`src/bmap_pkg.sv`:
```
// ----------------------------------------------------------------------------
// bmap_pkg
// shared types and constants for the bitmap set, clear and find block
// ----------------------------------------------------------------------------
package bmap_pkg;

    localparam int ACT_W = 3;
    localparam int IDX_W = 12;
    localparam int POS_W = 13;

    localparam int NUM_BITS_DEF  = 4096;
    localparam int WORD_BITS_DEF = 64;

    localparam logic [ACT_W-1:0] ACT_SET   = 3'd0;
    localparam logic [ACT_W-1:0] ACT_CLEAR = 3'd1;
    localparam logic [ACT_W-1:0] ACT_TEST  = 3'd2;
    localparam logic [ACT_W-1:0] ACT_FIRST = 3'd3;
    localparam logic [ACT_W-1:0] ACT_NEXT  = 3'd4;

    typedef struct packed {
        logic [ACT_W-1:0] action;
        logic [IDX_W-1:0] bit_index;
    } bmap_in_t;

    typedef struct packed {
        logic             bit_value;
        logic [POS_W-1:0] position;
        logic [POS_W-1:0] current_length;
        logic             bad_request;
    } bmap_out_t;

    typedef enum logic [1:0] {
        ST_IDLE,
        ST_FETCH,
        ST_UPDATE,
        ST_SCAN
    } state_t;

endpackage

```
`src/bmap_ram.sv`:
```
// ----------------------------------------------------------------------------
// bmap_ram
// simple dual port ram, one write port and one registered read port
// ----------------------------------------------------------------------------
module bmap_ram #(
    parameter int WIDTH = 64,
    parameter int DEPTH = 64
) (
    input  logic                                      clk,
    input  logic                                      we,
    input  logic [((DEPTH > 1) ? $clog2(DEPTH) : 1)-1:0] waddr,
    input  logic [WIDTH-1:0]                          wdata,
    input  logic                                      re,
    input  logic [((DEPTH > 1) ? $clog2(DEPTH) : 1)-1:0] raddr,
    output logic [WIDTH-1:0]                          rdata
);

    logic [WIDTH-1:0] mem [DEPTH];

    always_ff @(posedge clk)
    begin
        if (we)
        begin
            mem[waddr] <= wdata;
        end
        if (re)
        begin
            rdata <= mem[raddr];
        end
    end

endmodule

```
`src/bitmap_set_clear_find_next.sv`:
```
// ----------------------------------------------------------------------------
// bitmap_set_clear_find_next
// bitmap with set, clear, test, find first and find next set bit
// ----------------------------------------------------------------------------
// A command is taken on a rising edge with start high and busy low; request
// carries the action and the bit index. Every command yields one result beat
// on result, marked by done for exactly one cycle. The receiver cannot stall.
// Set, clear and test do a read-modify-write of one word in the ram, read in
// ST_FETCH and written in ST_UPDATE, which also registers the result. Finds
// with an empty range, a find-next at or past the length, and unknown actions
// answer in the cycle after the command is taken. Other finds read one word
// per cycle from the start word until a word holds a set bit at or past the
// start, or up to the word that holds bit length-1. busy is high while a command
// is in flight and falls in the cycle its result is shown, so a new command
// may be given then. One ram read port sets the scan rate.
// Reset empties the bitmap and zeroes the length at once through one valid
// flop per ram word; no clearing pass is needed.
// ----------------------------------------------------------------------------
module bitmap_set_clear_find_next
    import bmap_pkg::*;
#(
    parameter int NUM_BITS  = NUM_BITS_DEF,
    parameter int WORD_BITS = WORD_BITS_DEF
) (
    input  logic      clk,
    input  logic      rst_n,
    input  logic      start,
    output logic      busy,
    input  bmap_in_t  request,
    output logic      done,
    output bmap_out_t result
);

    localparam int WIDX      = $clog2(WORD_BITS);
    localparam int NUM_WORDS = (NUM_BITS + WORD_BITS - 1) / WORD_BITS;
    localparam int AW        = (NUM_WORDS > 1) ? $clog2(NUM_WORDS) : 1;
    localparam int WN_W      = POS_W + 1;

    state_t                 state_reg, state_next;
    logic [ACT_W-1:0]       act_reg, act_next;
    logic [IDX_W-1:0]       idx_reg, idx_next;
    logic [POS_W-1:0]       len_reg, len_next;
    logic [(1<<AW)-1:0]     valid_reg, valid_next;
    logic [WN_W-1:0]        cur_reg, cur_next;
    logic [WN_W-1:0]        last_reg, last_next;
    logic [WIDX-1:0]        low_reg, low_next;
    logic                   first_reg, first_next;
    logic                   chk_vld_reg, chk_vld_next;
    logic                   chk_first_reg, chk_first_next;
    logic [WN_W-1:0]        chk_word_reg, chk_word_next;
    logic                   rd_valid_reg;
    logic                   done_reg, done_next;
    bmap_out_t              result_reg, result_next;

    logic                   ram_we;
    logic [AW-1:0]          ram_waddr;
    logic [WORD_BITS-1:0]   ram_wdata;
    logic                   ram_re;
    logic [AW-1:0]          ram_raddr;
    logic [WORD_BITS-1:0]   ram_rdata;

    logic [POS_W-1:0]       from_pos;
    logic                   req_below;
    logic                   ram_op;
    logic                   scan_go;
    logic                   issue;
    logic [WORD_BITS-1:0]   rd_word;
    logic [WORD_BITS-1:0]   scan_mask;
    logic [WORD_BITS-1:0]   scan_word;
    logic                   hit;
    logic                   scan_end;
    logic [WORD_BITS-1:0]   bit_sel;
    logic                   idx_below;
    logic                   idx_in_store;
    logic [AW-1:0]          idx_addr;

    function automatic logic [WIDX-1:0] low_bit(input logic [WORD_BITS-1:0] w);
        logic [WIDX-1:0] p;
        p = '0;
        for (int i = WORD_BITS - 1; i >= 0; i--)
        begin
            if (w[i])
            begin
                p = WIDX'(i);
            end
        end
        return p;
    endfunction

    bmap_ram #(
        .WIDTH (WORD_BITS),
        .DEPTH (NUM_WORDS)
    ) u_ram (
        .clk   (clk),
        .we    (ram_we),
        .waddr (ram_waddr),
        .wdata (ram_wdata),
        .re    (ram_re),
        .raddr (ram_raddr),
        .rdata (ram_rdata)
    );

    assign from_pos  = (request.action == ACT_FIRST) ? '0
                                                     : POS_W'(request.bit_index) + POS_W'(1);
    assign req_below = POS_W'(request.bit_index) < len_reg;
    assign ram_op    = request.action inside {ACT_SET, ACT_CLEAR, ACT_TEST};
    assign scan_go   = ((request.action == ACT_FIRST) ||
                        ((request.action == ACT_NEXT) && req_below)) &&
                       (from_pos < len_reg);

    assign issue     = cur_reg <= last_reg;
    assign rd_word   = rd_valid_reg ? ram_rdata : '0;

    always_comb
    begin
        for (int i = 0; i < WORD_BITS; i++)
        begin
            scan_mask[i] = !chk_first_reg || (WIDX'(i) >= low_reg);
        end
    end

    assign scan_word = rd_word & scan_mask;
    assign hit       = chk_vld_reg && (|scan_word);
    assign scan_end  = chk_vld_reg && (hit || (chk_word_reg == last_reg));

    assign bit_sel      = WORD_BITS'(1) << idx_reg[WIDX-1:0];
    assign idx_below    = POS_W'(idx_reg) < len_reg;
    assign idx_in_store = {{(32-IDX_W){1'b0}}, idx_reg} < 32'(NUM_BITS);
    assign idx_addr     = AW'(idx_reg >> WIDX);

    // next state
    always_comb
    begin
        state_next = state_reg;
        case (state_reg)
            ST_IDLE:
            begin
                if (start)
                begin
                    if (ram_op)
                    begin
                        state_next = ST_FETCH;
                    end
                    else if (scan_go)
                    begin
                        state_next = ST_SCAN;
                    end
                end
            end
            ST_FETCH:  state_next = ST_UPDATE;
            ST_UPDATE: state_next = ST_IDLE;
            ST_SCAN:
            begin
                if (scan_end)
                begin
                    state_next = ST_IDLE;
                end
            end
            default:   state_next = ST_IDLE;
        endcase
    end

    // datapath and outputs
    always_comb
    begin
        act_next       = act_reg;
        idx_next       = idx_reg;
        len_next       = len_reg;
        valid_next     = valid_reg;
        cur_next       = cur_reg;
        last_next      = last_reg;
        low_next       = low_reg;
        first_next     = first_reg;
        chk_vld_next   = 1'b0;
        chk_first_next = chk_first_reg;
        chk_word_next  = chk_word_reg;
        done_next      = 1'b0;
        result_next    = result_reg;
        ram_we         = 1'b0;
        ram_waddr      = idx_addr;
        ram_wdata      = rd_word;
        ram_re         = 1'b0;
        ram_raddr      = idx_addr;

        case (state_reg)
            ST_IDLE:
            begin
                if (start)
                begin
                    act_next   = request.action;
                    idx_next   = request.bit_index;
                    cur_next   = WN_W'(from_pos >> WIDX);
                    last_next  = WN_W'((len_reg - POS_W'(1)) >> WIDX);
                    low_next   = from_pos[WIDX-1:0];
                    first_next = 1'b1;
                    if (!ram_op && !scan_go)
                    begin
                        done_next                  = 1'b1;
                        result_next.bit_value      = 1'b0;
                        result_next.current_length = len_reg;
                        result_next.position       = '0;
                        result_next.bad_request    = 1'b0;
                        if ((request.action == ACT_FIRST) || (request.action == ACT_NEXT))
                        begin
                            result_next.position = len_reg;
                        end
                        if ((request.action == ACT_NEXT) && !req_below)
                        begin
                            result_next.bad_request = 1'b1;
                        end
                    end
                end
            end
            ST_FETCH:
            begin
                ram_re = 1'b1;
            end
            ST_UPDATE:
            begin
                done_next               = 1'b1;
                result_next.bit_value   = 1'b0;
                result_next.position    = '0;
                result_next.bad_request = 1'b0;
                case (act_reg)
                    ACT_SET:
                    begin
                        if (idx_in_store)
                        begin
                            ram_we               = 1'b1;
                            ram_wdata            = rd_word | bit_sel;
                            valid_next[idx_addr] = 1'b1;
                            if (!idx_below)
                            begin
                                len_next = POS_W'(idx_reg) + POS_W'(1);
                            end
                        end
                    end
                    ACT_CLEAR:
                    begin
                        if (idx_below)
                        begin
                            ram_we               = 1'b1;
                            ram_wdata            = rd_word & ~bit_sel;
                            valid_next[idx_addr] = 1'b1;
                        end
                    end
                    ACT_TEST:
                    begin
                        result_next.bit_value = idx_below && rd_word[idx_reg[WIDX-1:0]];
                    end
                    default:
                    begin
                        result_next.bit_value = 1'b0;
                    end
                endcase
                result_next.current_length = len_next;
            end
            ST_SCAN:
            begin
                ram_re         = issue && !scan_end;
                ram_raddr      = cur_reg[AW-1:0];
                chk_vld_next   = issue && !scan_end;
                chk_word_next  = cur_reg;
                chk_first_next = first_reg;
                if (issue)
                begin
                    cur_next   = cur_reg + WN_W'(1);
                    first_next = 1'b0;
                end
                if (scan_end)
                begin
                    done_next                  = 1'b1;
                    result_next.bit_value      = 1'b0;
                    result_next.current_length = len_reg;
                    result_next.bad_request    = 1'b0;
                    result_next.position       = hit
                        ? (POS_W'(chk_word_reg << WIDX) | POS_W'(low_bit(scan_word)))
                        : len_reg;
                end
            end
            default:
            begin
                done_next = 1'b0;
            end
        endcase
    end

    always_ff @(posedge clk or negedge rst_n)
    begin
        if (!rst_n)
        begin
            state_reg   <= ST_IDLE;
            len_reg     <= '0;
            valid_reg   <= '0;
            chk_vld_reg <= 1'b0;
            done_reg    <= 1'b0;
        end
        else
        begin
            state_reg   <= state_next;
            len_reg     <= len_next;
            valid_reg   <= valid_next;
            chk_vld_reg <= chk_vld_next;
            done_reg    <= done_next;
        end
    end

    always_ff @(posedge clk)
    begin
        act_reg       <= act_next;
        idx_reg       <= idx_next;
        cur_reg       <= cur_next;
        last_reg      <= last_next;
        low_reg       <= low_next;
        first_reg     <= first_next;
        chk_first_reg <= chk_first_next;
        chk_word_reg  <= chk_word_next;
        result_reg    <= result_next;
        if (ram_re)
        begin
            rd_valid_reg <= valid_reg[ram_raddr];
        end
    end

    assign busy   = state_reg != ST_IDLE;
    assign done   = done_reg;
    assign result = result_reg;

    // a scan only runs with a nonzero length
    a_scan_nonempty: assert property (@(posedge clk) disable iff (!rst_n)
        (state_reg == ST_SCAN) |-> (len_reg != '0))
        else $error("scan with zero length");

    // the length mark never shrinks
    a_len_monotonic: assert property (@(posedge clk) disable iff (!rst_n)
        len_reg >= $past(len_reg))
        else $error("length mark decreased");

    // a reported position never lies past the length
    a_pos_bound: assert property (@(posedge clk) disable iff (!rst_n)
        done |-> (result.position <= result.current_length))
        else $error("position beyond length");

    // a rejected find-next reports the length as its position
    a_bad_pos: assert property (@(posedge clk) disable iff (!rst_n)
        (done && result.bad_request) |-> (result.position == result.current_length))
        else $error("bad request without length position");

endmodule

```
`config.mk`:
```
export PLATFORM = sky130hd
export DESIGN_NAME = bitmap_set_clear_find_next
export DESIGN_NICKNAME = d
export VERILOG_FILES = /design/src/bmap_pkg.sv /design/src/bmap_ram.sv /design/src/bitmap_set_clear_find_next.sv
export SDC_FILE = /design/constraint.sdc
export NUM_CORES = 2
export LEC_CHECK = 0
export CORE_AREA = 2 2 590 592
export CTS_BUF_LIST = sky130_fd_sc_hd__clkbuf_4
export CTS_CLUSTER_SIZE = 8
export DETAILED_ROUTE_END_ITERATION = 6
export DIE_AREA = 0 0 592 594
export DONT_BUFFER_PORTS = 1
export HOLD_SLACK_MARGIN = 0.03
export SYNTH_ARGS = -nofsm -noshare
export SYNTH_HDL_FRONTEND = slang
export SYNTH_SLANG_ARGS = --single-unit
```
`constraint.sdc`:
```
create_clock -name clk -period 27.2 [get_ports clk]
set_clock_uncertainty 0.2 [all_clocks]
set_input_delay 5.44 -clock clk [delete_from_list [all_inputs] [get_ports clk]]
set_output_delay 5.44 -clock clk [all_outputs]
set_load 0.05 [all_outputs]
```
==> metrics.md <==
| Metric | Value |
|---|---|
| Post-synth top area share | about 74% |
| Initial Utilization | around half |
| Final min period | approximately 8600 ps |
| Pre-antenna DRT Iters | 7 |
| Number of DRC markers in iteration 0 | roughly 13000 |
| Routed Antenna Nets | 0 |
| Synth area leader | edfxtp_1 |
| Max reg flops | about 4100 |
| Mapped Avg Cell Area | roughly 20 um^2 |
| Ys flop type | edfxtp_1 |
| Top cells by area, synth | edfxtp_1, mux4_2, a211oi_1, nand2_1, dfrtp_1 |
| DRC errors left | 0 |
| Slew @ Worst Pin | 1380 ps |
| Final Setup Violations | 0 |
| Tot GR Track Use | 30.04% |
| Clock Path Buffers | 5 |
| GPL Wtd Cong | roughly 0.92 |
| Vias | 96883 |
| Synth unique cells | 93 |
| Crit path buf inv count | 1 |
| Layout cells sized above 1 | about a third |
| WP data required | about 28000 ps |
| Worst path top cell family by delay | compound AO/OA/AOI/OAI gates |
| Total global routing overflow | 0 |
| Area Overhead vs Synth | 12.35% |
| Nets@finish | around 9600 |
| Area of the core | approximately 350000 um^2 |
| FF+latch count, synth | between 4000 and 5000 |
| Hold Buf Count CTS | 0 |
| Max Fanout on Critical Path | 28 |
| Min-Delay Startpoint | first_reg |
| Post-synth EDFFs | roughly 4200 |
| Reg2reg start | state_reg[1] |
| Max Slew Vio Count | 0 |
| Syn Inst Count | 8530 |
| Reg2Reg Capture Point | u_ram.rdata[18] |
| Rows | between 200 and 250 |
| CTS tree | yes |
| Final setup TNS | 0 ps |
| Latest clock arrival within the worst-skew pair | 1700 ps |
| Worst-path clk slew | 60 ps |
| Die Wd | 592 um |
| Slowest-stage cell, CP | a221o_1 |
| Netlist Area Pre-Place | ~170000 um^2 |
| PwrDens | ~86 nW/um^2 |
| P_leak | between 60 and 70 nW |
| Worst hold slack | ~250 ps |
| Outcome | finished, final reports clean |
| Vias per cell | approximately 6.5 |
| Synth warn | 0 |
| Number of buffers added on ports | 0 |
| Die area | 351600 um^2 |
| Setup WS post-layout | 18590 ps |
| Max transition margin | under 10% |
| R2R cell count | 13 |
| MaxCap Viol Count | 0 |
| Post-DR wirelength/cell | about 35 um |
| Vias in the first global route | between 90000 and 100k |
| Worst Hold Depth | 0 |
| RSZ-0062 raised after global routing | false |
| First-pass GRT wire length | 728.9 mm |
| Pre-CTS setup slack | about 17000 ps |
| Ports | between 40 and 50 |
| Register area share after synthesis | approximately three quarters |
| Inserted Clock Buffers | about 1200 |
| Post-DP HPWL | roughly 280 mm |
| Die Y | between 500 and 600 um |
| Worst setup SP type | input port |
| Largest stage delay, worst path | approximately 770 ps |
| Final period util | between 30% and 40% |
| # fillers | 26544 |
| Largest net degree at the start of global routing | about 130 |
| Worst setup path class | input port to flop |
| Setup Fix Bufs, Post-CTS | 0 |
| Syn nets | ~8600 |
| Data arrival, critical path | just under 10000 ps |
| CTS H-tree lvls | 7 |
| Post-CTS sizing | 0 |
| Critical Path Sink Type | flop |
| FFs w/ async S/R, synth | between 1.5 and 2% |
| Hold EP | chk_first_reg |
| CTS Root Buffer Type | clkbuf_4 |
| Clock sinks | ~4300 |
| Final hold violation count | 0 |
| Worst path cell trace | ha_1, nand3_1, or3_1, a21oi_1, ha_1, a21o_1, a2111oi_0, a21boi_0, a2111oi_0, buf_4, nand2b_1, o2111ai_1, a221o_1 |
| Max Freq | between 100 and 150 MHz |
| Initial antenna violation count | 24 |
| Hold/Removal Path Class | flop to flop |
| Drt total wl | between 500 and 600 mm |
| Flop2flop setup slack | ~20000 ps |
| Peak supply drop | between 0.05 and 0.06 mV |
worst max-delay path by stage:
stage / slack (ps) / to / from / cells past startpoint
final: 18590 / result[13] / request[0] / 13
after detailed placement: 17020 / result[1] / request[0] / 13
after global placement: 16860 / result[13] / request[0] / 13
after CTS: 18660 / busy / state_reg[1] / 1
after floorplan: 17980 / result[0] / request[0] / 12
after global routing: 18290 / result[8] / request[0] / 13
logic make-up (layout without fill, tap and decap cells):
kind of cell,Yosys count,in the layout,share of synthesized area (%)
simple gates,1334,1334,3.782
buf+inv,585,2287,1.693
compound gates,1123,1123,4.593
flops,4329,4329,75.40
other cells,0,24,0
xor+xnor,39,39,0.1987
mux,1070,1070,13.97
fa+ha+maj,50,50,0.3640
Yosys cell counts (all sizes together) (14+ instances only):
| library cell | instances |
|---|---|
| nor2 | 97 |
| o211ai | 16 |
| inv | 41 |
| and2 | 268 |
| o21ai | 113 |
| a31oi | 144 |
| nor3 | 24 |
| or2 | 67 |
| nand4 | 19 |
| nand2b | 18 |
| mux4 | 1061 |
| nand2 | 646 |
| a21o | 14 |
| dfrtp | 81 |
| buf | 298 |
| nor4 | 78 |
| edfxtp | 4248 |
| clkbuf | 244 |
| ha | 50 |
| a21oi | 187 |
| o21a | 15 |
| o22ai | 22 |
| a211oi | 329 |
| nand3 | 53 |
| o311ai | 33 |
| xnor2 | 17 |
| a311oi | 131 |
| xor2 | 22 |
layout make-up:
class / count / area [um^2] / share of cell area (%)
Antenna cell: 24 / 60.06 / 0.03110
Sequential cell: 4329 / 129600 / 67.11
Inverter: 43 / 161.4 / 0.08359
Timing Repair Buffer: 351 / 2945 / 1.525
Tap cell: 4578 / 5728 / 2.966
Multi-Input combinational cell: 3616 / 40660 / 21.06
Clock buffer: 1681 / 12620 / 6.535
Clock inverter: 212 / 1329 / 0.6881
layout by cell type, fill, tap and decap left out, types with 72 or more instances in the layout:
cell type,count
a211oi_1,327
a21oi_1,183
a311oi_1,131
a31oi_1,141
and2_1,266
buf_4,328
clkbuf_4,1681
clkinv_1,153
dfrtp_1,81
edfxtp_1,4248
mux4_2,1061
nand2_1,642
nor2_1,85
o21ai_0,72
worst reg2reg max path, cell delays in order, from the launching register on:
cell	delay, ps
dfrtp_1	520
nand2_4	420
mux2i_4	300
buf_4	700
buf_4	820
buf_4	620
buf_4	740
buf_4	830
mux4_2	620
and2_1	170
a211oi_1	240
a31oi_1	70
a211oi_1	630
a21oi_1	130
metrics by stage:
step	cells	instance area [um^2]	total power, W	util (%)
2_1_floorplan	8530	171900	0.01012	-
3_3_place_gp	12911	178900	0.01107	51.85
3_5_place_dp	12912	179000	0.01111	51.86
4_1_cts	14805	192900	0.01667	55.90
5_1_grt	14826	193100	0.01724	55.94
6_report	14834	193100	0.01656	55.95
metal layers:
layer,up-vias,GRT usage [%],part of all wire (%)
li1,38307,-,-
met5,-,0,0.0084
met4,6,10.42,2.8
met2,5845,45.51,47
met3,830,7.415,11
met1,51895,42.83,40
report_power, final:
| group | internal (W) | leakage [nW] | switching (W) |
|---|---|---|---|
| Combinational | 0.00108 | 14.2 | 0.00194 |
| Clock | 0.00299 | 8.40 | 0.00258 |
| Sequential | 0.00777 | 39.9 | 0.000201 |
| Total | 0.0118 | 62.5 | 0.00472 |
(Power assumes the default switching activity.)
